**config.mk**
```make
export PLATFORM = sky130hd
export DESIGN_NAME = rotate_shift_sample_mapper
export DESIGN_NICKNAME = d
export VERILOG_FILES = /design/src/rtl/core/rssm_pkg.sv /design/src/rtl/core/rssm_cfg.sv /design/src/rtl/core/rssm_center.sv /design/src/rtl/core/rssm_rotate.sv /design/src/rtl/core/rssm_resolve.sv /design/src/rtl/core/rotate_shift_sample_mapper.sv
export SDC_FILE = /design/constraint.sdc
export NUM_CORES = 2
export LEC_CHECK = 0
export BUFFER_PORTS_ARGS = -buffer_cell sky130_fd_sc_hd__clkbuf_2
export CORE_MARGIN = 8
export CORE_UTILIZATION = 63
export DETAILED_ROUTE_END_ITERATION = 6
export PLACE_DENSITY = 0.77
export SLEW_MARGIN = 10
export SYNTH_ARGS = -nofsm -noshare
export SYNTH_HDL_FRONTEND = slang
export SYNTH_HIERARCHICAL = 1
export SYNTH_SLANG_ARGS = --single-unit
```
**constraint.sdc**
```tcl
create_clock -name clk_i -period 17.48 [get_ports clk_i]
set_clock_uncertainty 0.1 [all_clocks]
set_input_delay 5.244 -clock clk_i [delete_from_list [all_inputs] [get_ports clk_i]]
set_output_delay 5.244 -clock clk_i [all_outputs]
set_load 0.1 [all_outputs]
```
**src/rtl/core/rssm_pkg.sv**
```systemverilog
// ----------------------------------------------------------------------------
// rssm_pkg: shared types and constants of the rotate-shift sample mapper
// Holds the payload words, the register map and the stage-to-stage data.
// ----------------------------------------------------------------------------
package rssm_pkg;

  localparam int unsigned CoordW  = 12;  // coordinate fields
  localparam int unsigned DimW    = 13;  // frame size registers
  localparam int unsigned CfgW    = 16;  // configuration write data
  localparam int unsigned FracW   = 8;   // weight fields
  localparam int unsigned PosBits = 18;  // fraction bits of the rotated position
  localparam int unsigned CenW    = 18;  // centred position, 1/16 pixel
  localparam int unsigned ProdW   = 34;  // one rotation product
  localparam int unsigned PosW    = 36;  // rotated position, 2^-18 pixel
  localparam int unsigned CfgIdxW = 3;

  typedef enum logic [CfgIdxW-1:0] {
    CFG_SHIFT_X      = 3'd0,
    CFG_SHIFT_Y      = 3'd1,
    CFG_COS_ANGLE    = 3'd2,
    CFG_SIN_ANGLE    = 3'd3,
    CFG_FRAME_WIDTH  = 3'd4,
    CFG_FRAME_HEIGHT = 3'd5
  } cfg_reg_e;

  typedef struct packed {
    logic [CoordW-1:0] out_col;
    logic [CoordW-1:0] out_row;
  } in_t;

  typedef struct packed {
    logic              near_valid;
    logic [CoordW-1:0] near_col;
    logic [CoordW-1:0] near_row;
    logic              interp_valid;
    logic [CoordW-1:0] low_col;
    logic [CoordW-1:0] low_row;
    logic [CoordW-1:0] high_col;
    logic [CoordW-1:0] high_row;
    logic [FracW-1:0]  frac_col;
    logic [FracW-1:0]  frac_row;
  } out_t;

  // Register contents as seen by the datapath; the frame sizes are already
  // saturated to the largest supported dimension.
  typedef struct packed {
    logic signed [CfgW-1:0] shift_x;
    logic signed [CfgW-1:0] shift_y;
    logic signed [CfgW-1:0] cos_angle;
    logic signed [CfgW-1:0] sin_angle;
    logic [DimW-1:0]        width;
    logic [DimW-1:0]        height;
  } cfg_t;

  typedef struct packed {
    logic signed [CenW-1:0] fx;
    logic signed [CenW-1:0] fy;
  } center_t;

  typedef struct packed {
    logic signed [ProdW-1:0] x_cos;
    logic signed [ProdW-1:0] y_sin;
    logic signed [ProdW-1:0] x_sin;
    logic signed [ProdW-1:0] y_cos;
  } prod_t;

  typedef struct packed {
    logic signed [PosW-1:0] rx;
    logic signed [PosW-1:0] ry;
  } pos_t;

endpackage

```
**src/rtl/core/rssm_cfg.sv**
```systemverilog
// ----------------------------------------------------------------------------
// rssm_cfg: configuration register file
// Takes register writes and presents the settings with saturated frame sizes.
// ----------------------------------------------------------------------------
module rssm_cfg #(
  parameter int unsigned MAX_DIM = 4096
) (
  input  logic                            clk_i,
  input  logic                            rst_ni,
  input  logic                            cfg_valid_i,
  output logic                            cfg_ready_o,
  input  logic [rssm_pkg::CfgIdxW-1:0]    cfg_index_i,
  input  logic [rssm_pkg::CfgW-1:0]       cfg_data_i,
  output rssm_pkg::cfg_t                  cfg_o
);
  import rssm_pkg::*;

  logic signed [CfgW-1:0] shift_x_q, shift_y_q, cos_q, sin_q;
  logic [DimW-1:0]        width_q, height_q;

  assign cfg_ready_o = 1'b1;

  always_ff @(posedge clk_i or negedge rst_ni) begin
    if (!rst_ni) begin
      shift_x_q <= '0;
      shift_y_q <= '0;
      cos_q     <= 16'sd16384;
      sin_q     <= '0;
      width_q   <= 13'd1024;
      height_q  <= 13'd1024;
    end else if (cfg_valid_i) begin
      unique case (cfg_reg_e'(cfg_index_i))
        CFG_SHIFT_X:      shift_x_q <= cfg_data_i;
        CFG_SHIFT_Y:      shift_y_q <= cfg_data_i;
        CFG_COS_ANGLE:    cos_q     <= cfg_data_i;
        CFG_SIN_ANGLE:    sin_q     <= cfg_data_i;
        CFG_FRAME_WIDTH:  width_q   <= cfg_data_i[DimW-1:0];
        CFG_FRAME_HEIGHT: height_q  <= cfg_data_i[DimW-1:0];
        default: ;
      endcase
    end
  end

  always_comb begin
    cfg_o.shift_x   = shift_x_q;
    cfg_o.shift_y   = shift_y_q;
    cfg_o.cos_angle = cos_q;
    cfg_o.sin_angle = sin_q;
    cfg_o.width     = (32'(width_q) > MAX_DIM) ? DimW'(MAX_DIM) : width_q;
    cfg_o.height    = (32'(height_q) > MAX_DIM) ? DimW'(MAX_DIM) : height_q;
  end

endmodule

```
**src/rtl/core/rssm_center.sv**
```systemverilog
// ----------------------------------------------------------------------------
// rssm_center: input stage
// Registers the shifted position relative to the frame centre, in 1/16 pixel.
// ----------------------------------------------------------------------------
module rssm_center (
  input  logic                 clk_i,
  input  logic                 rst_ni,
  input  rssm_pkg::cfg_t       cfg_i,
  input  logic                 valid_i,
  output logic                 ready_o,
  input  rssm_pkg::in_t        data_i,
  output logic                 valid_o,
  input  logic                 ready_i,
  output rssm_pkg::center_t    data_o
);
  import rssm_pkg::*;

  logic    valid_q, valid_d;
  center_t data_q, data_d;

  assign ready_o = !valid_q || ready_i;
  assign valid_d = ready_o ? valid_i : valid_q;

  // fx = col*16 + shift_x - W*8, every term widened to the centred width.
  always_comb begin
    data_d.fx = $signed({2'b00, data_i.out_col, 4'b0000})
              + $signed({{2{cfg_i.shift_x[CfgW-1]}}, cfg_i.shift_x})
              - $signed({2'b00, cfg_i.width, 3'b000});
    data_d.fy = $signed({2'b00, data_i.out_row, 4'b0000})
              + $signed({{2{cfg_i.shift_y[CfgW-1]}}, cfg_i.shift_y})
              - $signed({2'b00, cfg_i.height, 3'b000});
  end

  always_ff @(posedge clk_i or negedge rst_ni) begin
    if (!rst_ni) begin
      valid_q <= 1'b0;
    end else begin
      valid_q <= valid_d;
    end
  end

  always_ff @(posedge clk_i) begin
    if (valid_i && ready_o) begin
      data_q <= data_d;
    end
  end

  assign valid_o = valid_q;
  assign data_o  = data_q;

endmodule

```
**src/rtl/core/rssm_rotate.sv**
```systemverilog
// ----------------------------------------------------------------------------
// rssm_rotate: rotation stages
// Registers the four rotation products, then their sums plus the frame centre.
// ----------------------------------------------------------------------------
module rssm_rotate (
  input  logic                 clk_i,
  input  logic                 rst_ni,
  input  rssm_pkg::cfg_t       cfg_i,
  input  logic                 valid_i,
  output logic                 ready_o,
  input  rssm_pkg::center_t    data_i,
  output logic                 valid_o,
  input  logic                 ready_i,
  output rssm_pkg::pos_t       data_o
);
  import rssm_pkg::*;

  logic  prod_valid_q, prod_valid_d, prod_ready;
  prod_t prod_q, prod_d;
  logic  pos_valid_q, pos_valid_d, pos_ready;
  pos_t  pos_q, pos_d;
  logic signed [PosW-1:0] half_w, half_h;

  assign pos_ready    = !pos_valid_q || ready_i;
  assign prod_ready   = !prod_valid_q || pos_ready;
  assign ready_o      = prod_ready;
  assign prod_valid_d = prod_ready ? valid_i : prod_valid_q;
  assign pos_valid_d  = pos_ready ? prod_valid_q : pos_valid_q;

  always_comb begin
    prod_d.x_cos = data_i.fx * cfg_i.cos_angle;
    prod_d.y_sin = data_i.fy * cfg_i.sin_angle;
    prod_d.x_sin = data_i.fx * cfg_i.sin_angle;
    prod_d.y_cos = data_i.fy * cfg_i.cos_angle;
  end

  // The frame centre W/2 in 2^-18 pixel is W * 2^17.
  assign half_w = $signed({6'b0, cfg_i.width, 17'b0});
  assign half_h = $signed({6'b0, cfg_i.height, 17'b0});

  always_comb begin
    pos_d.rx = $signed({{2{prod_q.x_cos[ProdW-1]}}, prod_q.x_cos})
             + $signed({{2{prod_q.y_sin[ProdW-1]}}, prod_q.y_sin})
             + half_w;
    pos_d.ry = $signed({{2{prod_q.y_cos[ProdW-1]}}, prod_q.y_cos})
             - $signed({{2{prod_q.x_sin[ProdW-1]}}, prod_q.x_sin})
             + half_h;
  end

  always_ff @(posedge clk_i or negedge rst_ni) begin
    if (!rst_ni) begin
      prod_valid_q <= 1'b0;
      pos_valid_q  <= 1'b0;
    end else begin
      prod_valid_q <= prod_valid_d;
      pos_valid_q  <= pos_valid_d;
    end
  end

  always_ff @(posedge clk_i) begin
    if (valid_i && prod_ready) begin
      prod_q <= prod_d;
    end
    if (prod_valid_q && pos_ready) begin
      pos_q <= pos_d;
    end
  end

  assign valid_o = pos_valid_q;
  assign data_o  = pos_q;

endmodule

```
**src/rtl/core/rssm_resolve.sv**
```systemverilog
// ----------------------------------------------------------------------------
// rssm_resolve: result stage
// Turns the rotated position into nearest and interpolation fields and holds
// the result word until the receiver takes it.
// ----------------------------------------------------------------------------
module rssm_resolve #(
  parameter int unsigned FRAC_BITS = 8
) (
  input  logic                 clk_i,
  input  logic                 rst_ni,
  input  rssm_pkg::cfg_t       cfg_i,
  input  logic                 valid_i,
  output logic                 ready_o,
  input  rssm_pkg::pos_t       data_i,
  output logic                 valid_o,
  input  logic                 ready_i,
  output rssm_pkg::out_t       data_o
);
  import rssm_pkg::*;

  typedef struct packed {
    logic              near_ok;
    logic [CoordW-1:0] near;
    logic              interp_ok;
    logic [CoordW-1:0] low;
    logic [CoordW-1:0] high;
    logic [FracW-1:0]  frac;
  } axis_t;

  logic  valid_q, valid_d;
  out_t  data_q, data_d;
  axis_t ax_x, ax_y;

  // One axis: floor and truncation of the position, bounds and wrap-around.
  function automatic axis_t resolve_axis(logic signed [PosW-1:0] pos,
                                         logic [DimW-1:0] dim);
    axis_t                      res;
    logic [PosW-PosBits-1:0]    fl;
    logic [PosBits-1:0]         fr;
    logic [PosW-PosBits:0]      tx;
    logic [DimW-1:0]            low_inc;
    logic [PosBits-1:0]         fr_sh;
    fl      = pos[PosW-1:PosBits];
    fr      = pos[PosBits-1:0];
    // Truncation toward zero: a negative value with a fraction moves up by one.
    tx      = {fl[PosW-PosBits-1], fl}
            + {{(PosW-PosBits){1'b0}}, pos[PosW-1] && (|fr)};
    low_inc = fl[DimW-1:0] + DimW'(1);
    fr_sh   = fr >> (PosBits - FRAC_BITS);
    res.near_ok   = !tx[PosW-PosBits]
                 && (tx[PosW-PosBits-1:0] < {{(PosW-PosBits-DimW){1'b0}}, dim});
    res.near      = res.near_ok ? tx[CoordW-1:0] : '0;
    res.interp_ok = !pos[PosW-1]
                 && (fl < {{(PosW-PosBits-DimW){1'b0}}, dim});
    res.low       = res.interp_ok ? fl[CoordW-1:0] : '0;
    res.high      = (!res.interp_ok || low_inc == dim) ? '0 : low_inc[CoordW-1:0];
    res.frac      = res.interp_ok ? fr_sh[FracW-1:0] : '0;
    return res;
  endfunction

  assign ready_o = !valid_q || ready_i;
  assign valid_d = ready_o ? valid_i : valid_q;

  always_comb begin
    ax_x = resolve_axis(data_i.rx, cfg_i.width);
    ax_y = resolve_axis(data_i.ry, cfg_i.height);
    data_d.near_valid   = ax_x.near_ok && ax_y.near_ok;
    data_d.near_col     = data_d.near_valid ? ax_x.near : '0;
    data_d.near_row     = data_d.near_valid ? ax_y.near : '0;
    data_d.interp_valid = ax_x.interp_ok && ax_y.interp_ok;
    data_d.low_col      = data_d.interp_valid ? ax_x.low : '0;
    data_d.low_row      = data_d.interp_valid ? ax_y.low : '0;
    data_d.high_col     = data_d.interp_valid ? ax_x.high : '0;
    data_d.high_row     = data_d.interp_valid ? ax_y.high : '0;
    data_d.frac_col     = data_d.interp_valid ? ax_x.frac : '0;
    data_d.frac_row     = data_d.interp_valid ? ax_y.frac : '0;
  end

  always_ff @(posedge clk_i or negedge rst_ni) begin
    if (!rst_ni) begin
      valid_q <= 1'b0;
    end else begin
      valid_q <= valid_d;
    end
  end

  always_ff @(posedge clk_i) begin
    if (valid_i && ready_o) begin
      data_q <= data_d;
    end
  end

  assign valid_o = valid_q;
  assign data_o  = data_q;

endmodule

```
**src/rtl/core/rotate_shift_sample_mapper.sv**
```systemverilog
// ----------------------------------------------------------------------------
// rotate_shift_sample_mapper: output pixel to source sample coordinate mapper
// Shifts and rotates one output pixel coordinate into the source frame and
// returns nearest and bilinear sampling coordinates with fractional weights.
// ----------------------------------------------------------------------------
// Usage:
// An input word carries one output pixel (out_col, out_row) on the in_*
// valid/ready channel. Each input word produces exactly one result word on the
// out_* valid/ready channel, in order. Settings are written through the cfg_*
// channel, which is always ready; register i of the map takes index i and
// writes to unused indexes are dropped. Settings must only change while no
// word is in flight.
// An accepted word is taken by the centring stage, the product register, the
// position register and the result register in that order, and shows on
// out_valid_o once the result register holds it.
// Throughput is one word per clock while the receiver keeps up, set by the
// four 18x16 multipliers working in parallel in a single stage. Each stage
// holds one word and advances as soon as the stage behind it has room, so a
// stalled receiver fills the pipeline from the back and in_ready_o only falls
// once all four stages hold a word. Reset empties the pipeline and loads the
// default settings: no shift, no rotation and a 1024 by 1024 frame.
// ----------------------------------------------------------------------------
module rotate_shift_sample_mapper #(
  parameter int unsigned MAX_DIM   = 4096,
  parameter int unsigned FRAC_BITS = 8
) (
  input  logic                          clk_i,
  input  logic                          rst_ni,
  input  logic                          in_valid_i,
  output logic                          in_ready_o,
  input  rssm_pkg::in_t                 in_data_i,
  output logic                          out_valid_o,
  input  logic                          out_ready_i,
  output rssm_pkg::out_t                out_data_o,
  input  logic                          cfg_valid_i,
  output logic                          cfg_ready_o,
  input  logic [rssm_pkg::CfgIdxW-1:0]  cfg_index_i,
  input  logic [rssm_pkg::CfgW-1:0]     cfg_data_i
);
  import rssm_pkg::*;

  cfg_t    cfg;
  logic    cen_valid, cen_ready;
  center_t cen_data;
  logic    pos_valid, pos_ready;
  pos_t    pos_data;

  // Register file; frame sizes come out already clamped to MAX_DIM.
  rssm_cfg #(
    .MAX_DIM (MAX_DIM)
  ) u_cfg (
    .clk_i       (clk_i),
    .rst_ni      (rst_ni),
    .cfg_valid_i (cfg_valid_i),
    .cfg_ready_o (cfg_ready_o),
    .cfg_index_i (cfg_index_i),
    .cfg_data_i  (cfg_data_i),
    .cfg_o       (cfg)
  );

  // Stage 1: shifted coordinate relative to the frame centre.
  rssm_center u_center (
    .clk_i   (clk_i),
    .rst_ni  (rst_ni),
    .cfg_i   (cfg),
    .valid_i (in_valid_i),
    .ready_o (in_ready_o),
    .data_i  (in_data_i),
    .valid_o (cen_valid),
    .ready_i (cen_ready),
    .data_o  (cen_data)
  );

  // Stages 2 and 3: rotation products, then exact rotated position.
  rssm_rotate u_rotate (
    .clk_i   (clk_i),
    .rst_ni  (rst_ni),
    .cfg_i   (cfg),
    .valid_i (cen_valid),
    .ready_o (cen_ready),
    .data_i  (cen_data),
    .valid_o (pos_valid),
    .ready_i (pos_ready),
    .data_o  (pos_data)
  );

  // Stage 4: truncation, bounds checks, wrap and weights into the result word.
  rssm_resolve #(
    .FRAC_BITS (FRAC_BITS)
  ) u_resolve (
    .clk_i   (clk_i),
    .rst_ni  (rst_ni),
    .cfg_i   (cfg),
    .valid_i (pos_valid),
    .ready_o (pos_ready),
    .data_i  (pos_data),
    .valid_o (out_valid_o),
    .ready_i (out_ready_i),
    .data_o  (out_data_o)
  );

`ifndef SYNTHESIS
  // The input side only stalls when every stage, the result register too, is full.
  a_stall_needs_full : assert property (@(posedge clk_i) disable iff (!rst_ni)
    !in_ready_o |-> (out_valid_o && !out_ready_i))
    else $error("input stalled while the result register was free");

  // An exact position inside the frame also truncates to the same inside pixel.
  a_interp_implies_near : assert property (@(posedge clk_i) disable iff (!rst_ni)
    (out_valid_o && out_data_o.interp_valid) |->
      (out_data_o.near_valid && out_data_o.near_col == out_data_o.low_col &&
       out_data_o.near_row == out_data_o.low_row))
    else $error("interpolation result disagrees with nearest result");

  // The right neighbour is the next column or wraps to column zero.
  a_high_col_wrap : assert property (@(posedge clk_i) disable iff (!rst_ni)
    (out_valid_o && out_data_o.interp_valid) |->
      (out_data_o.high_col == out_data_o.low_col + 12'd1 ||
       out_data_o.high_col == 12'd0))
    else $error("right neighbour column is neither next nor wrapped");

  // Out-of-frame nearest results carry zero coordinates.
  a_near_zero : assert property (@(posedge clk_i) disable iff (!rst_ni)
    (out_valid_o && !out_data_o.near_valid) |->
      (out_data_o.near_col == 12'd0 && out_data_o.near_row == 12'd0))
    else $error("invalid nearest result has nonzero coordinates");
`endif

endmodule

```
==> results.txt <==
----------------------------------------------------
[STA]
  Setup repair after global routing missed its margin ... no
  Count of final max-slew check failures ... 0
  Share of the cycle needed by the critical path after routing ... 0.6650
  Summed negative setup slack over all endpoints ... 0 ns
  Final setup viols ... 0
  Final min period ... between 10 and 15 ns
  Maximum clock frequency ... about 86 MHz
  Max-slew headroom at the worst pin ... 0.2138
  Slew @ Worst Pin ... around 1.2 ns
  Final hold viol count ... 0

[Clocking]
  Sinks on the clock net ... 428
  Clock tree root driver cell ... clkbuf_16
  Clock H-tree levels ... 2
  CTS max path bufs ... 3
  Clock latency on the worst-skew pair ... 0.62 ns
  TritonCTS clock tree ... done
  Number of cells upsized or downsized after cts ... 0
  Total CTS buffers ... between 40 and 50
  Clock transition at the registers of the reported paths ... 0.06 ns
  Hold buffer count at cts ... 0
  Post-CTS Repair Setup Buffers ... 0

[Worst hold path]
  Hold/Removal Path Class ... reg2reg
  Number of cells on the worst hold path ... 0
  Beginning of the worst hold path ... u_cfg/shift_x_q[0]
  Worst hold path endpoint ... u_center/data_o[18]

[Synthesis]
  Largest cells by area after synthesis ... fa_1 (36%), edfxtp_1 (15%), ha_1 (10%), inv_1 (8.2%), and2_1 (5.5%)
  Syn_nets ... 8702
  Cell accounting for the most synthesized area ... fa_1
  Gate count of the mapped netlist ... 6897
  Distinct cell type count after synthesis ... 112
  Post-Synthesis Cell Area ... 68260 um2
  Async SR Flop Fraction ... 0.2196
  Share of the yosys chip area belonging to registers ... 0.1814
  Count of synthesis-stage warnings from yosys ... 6
  Number of enable flip-flop cells after synthesis ... 334
  Mean post-synth cell area ... a little under 10 um2
  Primary flip-flop cell chosen by synthesis mapping ... edfxtp_1
  Portion of synthesized cell area occupied by the leading cell type ... 0.3554
  #FFs+latches synth ... between 400 and 500

[Global routing]
  Overall fraction of global-route tracks in use ... 0.2975
  Number of global-route vias before repair ... 51140
  Wire length of the first global-routing pass ... 282200 um
  Initial antenna violation count ... 5
  Largest net degree at the start of global routing ... 76
  Sum of overflow across all layers after global routing ... 0

[Worst setup path]
  Worst Path Max Fanout ... 4
  Worst reg2reg path depth ... 22
  Endpoint required time on the critical path ... 12.14 ns
  Worst flop-to-flop path endpoint ... u_rotate/prod_q[33]
  Crit path arrival time ... about 6.3 ns
  Crit Reg-Reg Startpoint ... u_cfg/cos_q[15]
  Minimum setup slack among reg-to-reg paths ... around 9.5 ns
  Worst Setup Start Kind ... input pin
  Kind of end point of the critical path ... output port
  Setup CP Type ... in2out

[Route]
  Vias post-DR ... 48410
  Via count normalized by instance count ... slightly below 6
  DRC errors left ... 1
  Antenna viol nets, final ... 0
  DRT Pass-1 Iters ... 7
  Aggregate routed wire length ... 175400 um
  WL/cell ... 21.08 um
  Number of violations reported at the end of detailed-routing iteration 0 ... 3559

[Layout]
  Multi-input gate area ... 49050 um2
  Syn-to-layout area delta ... 5.237%
  Register area ... 12390 um2
  Count of fill cells added during filler insertion ... 8265
  Number of nets in the layout ... 8683
  Share of final-layout standard cells stronger than drive strength 1 ... 0.07155
  Antenna Cells ... 0

[Die]
  Number of primary I/O pins ... 141
  Die Wd ... 345.2 um
  Overall die height ... 345.2 um
  Starting Density ... 0.6368
  Placeable core area ... 107200 um2
  Site row count ... 120
  Floorplan die area ... 119100 um2

[Place]
  Port Buffer Count ... 139
  Gpl congestion ... just under 1
  Final HPWL DP ... 133000 um

[Outcome]
  Violated checks ... DRC
  Result of the run ... finished, violations left

[Run]
  # Max-Cap Violations ... 0

----------------------------------------------------
## registers in the layout, summed over array words and instances (netlist names), 13 cells and up
signal	flops
u_center/data_o	36
u_cfg/cos_q	16
u_cfg/height_q	13
u_cfg/shift_x_q	16
u_cfg/shift_y_q	16
u_cfg/sin_q	16
u_cfg/width_q	13
u_resolve/data_o	90
u_rotate/data_o	72
u_rotate/prod_q	136
## synthesized netlist by cell type (72+ instances only)
cell type and count:
a21o_1 94, a21oi_1 163, and2_1 599, clkbuf_1 240, dfrtp_1 91, edfxtp_1 334, fa_1 1212, ha_1 545
inv_1 1485, mux2_2 93, nand2_1 693, nand3_1 75, nor2_1 193, nor3_1 74, o21ai_0 101, xnor2_1 212
xor2_1 72
## layout by cell type, fill, tap and decap left out, types with 19 or more instances in the layout
| master | count |
|---|---|
| a211oi_1 | 37 |
| a21o_1 | 94 |
| a21oi_1 | 163 |
| a31oi_1 | 30 |
| and2_1 | 595 |
| and3_1 | 25 |
| buf_4 | 85 |
| clkbuf_16 | 51 |
| clkbuf_2 | 138 |
| dfrtp_1 | 87 |
| edfxtp_1 | 334 |
| fa_1 | 1212 |
| ha_1 | 545 |
| inv_1 | 1484 |
| mux2_2 | 93 |
| nand2_1 | 693 |
| nand2b_1 | 55 |
| nand3_1 | 75 |
| nand4_1 | 31 |
| nor2_1 | 193 |
| nor2b_1 | 50 |
| nor3_1 | 74 |
| o211ai_1 | 19 |
| o21ai_0 | 101 |
| o21bai_1 | 22 |
| xnor2_1 | 212 |
| xor2_1 | 72 |
## worst max path at each step
stage                      startpoint    endpoint  slack, ns  depth (start not counted)
final                     out_ready_i  in_ready_o       5.86                          5
after global routing      out_ready_i  in_ready_o       5.79                          5
after CTS                 out_ready_i  in_ready_o       5.85                          5
after detailed placement  out_ready_i  in_ready_o       5.85                          5
after global placement    out_ready_i  in_ready_o       5.87                          5
after floorplan           out_ready_i  in_ready_o       5.83                          3
## worst max-delay path: stages
cell and delay (ns):
clkbuf_2 0.07, nand2b_1 0.18, nand3b_1 0.21, nand2b_1 0.19
clkbuf_2 0.38
## metrics by stage
stage	area (um2)	utilization	cells	hold WS (ns)	worst slack, ns
3_5_place_dp	70110	0.6540	8231	0.3319	5.852
6_report	71840	0.6701	8321	0.3463	5.855
3_3_place_gp	70110	0.6540	8231	0.3295	5.874
2_1_floorplan	68260	-	6897	0.3211	5.826
4_1_cts	71840	0.6701	8321	0.3486	5.846
5_1_grt	71840	0.6701	8321	0.3716	5.791
## cell type report
type,instances,share of cell area
repair buffers,223,0.01850
clock inverters,29,0.004825
multi-input cells,4690,0.6828
well taps,1403,0.02444
flip-flops and latches,428,0.1725
inverters,1487,0.07770
clock buffers,61,0.01926
## routing by layer
metal  track usage  share of wire
met3       0.05297          0.088
met2        0.4785           0.46
met1        0.3960           0.40
met5             0       0.000074
met4        0.1341          0.053
## logic make-up after synthesis
logic type,count (synthesis),share of synthesized area
compound gates,656,0.06732
xor+xnor,285,0.03677
fa+ha+maj,1757,0.4553
buf+inv,1779,0.1003
flops,428,0.1814
mux,102,0.01666
other cells,1,0.00005494
simple gates,1889,0.1421
Power is left out: the tool's default activity adds up to more than one toggle a clock period on the data nets, which glitch-free logic cannot reach.
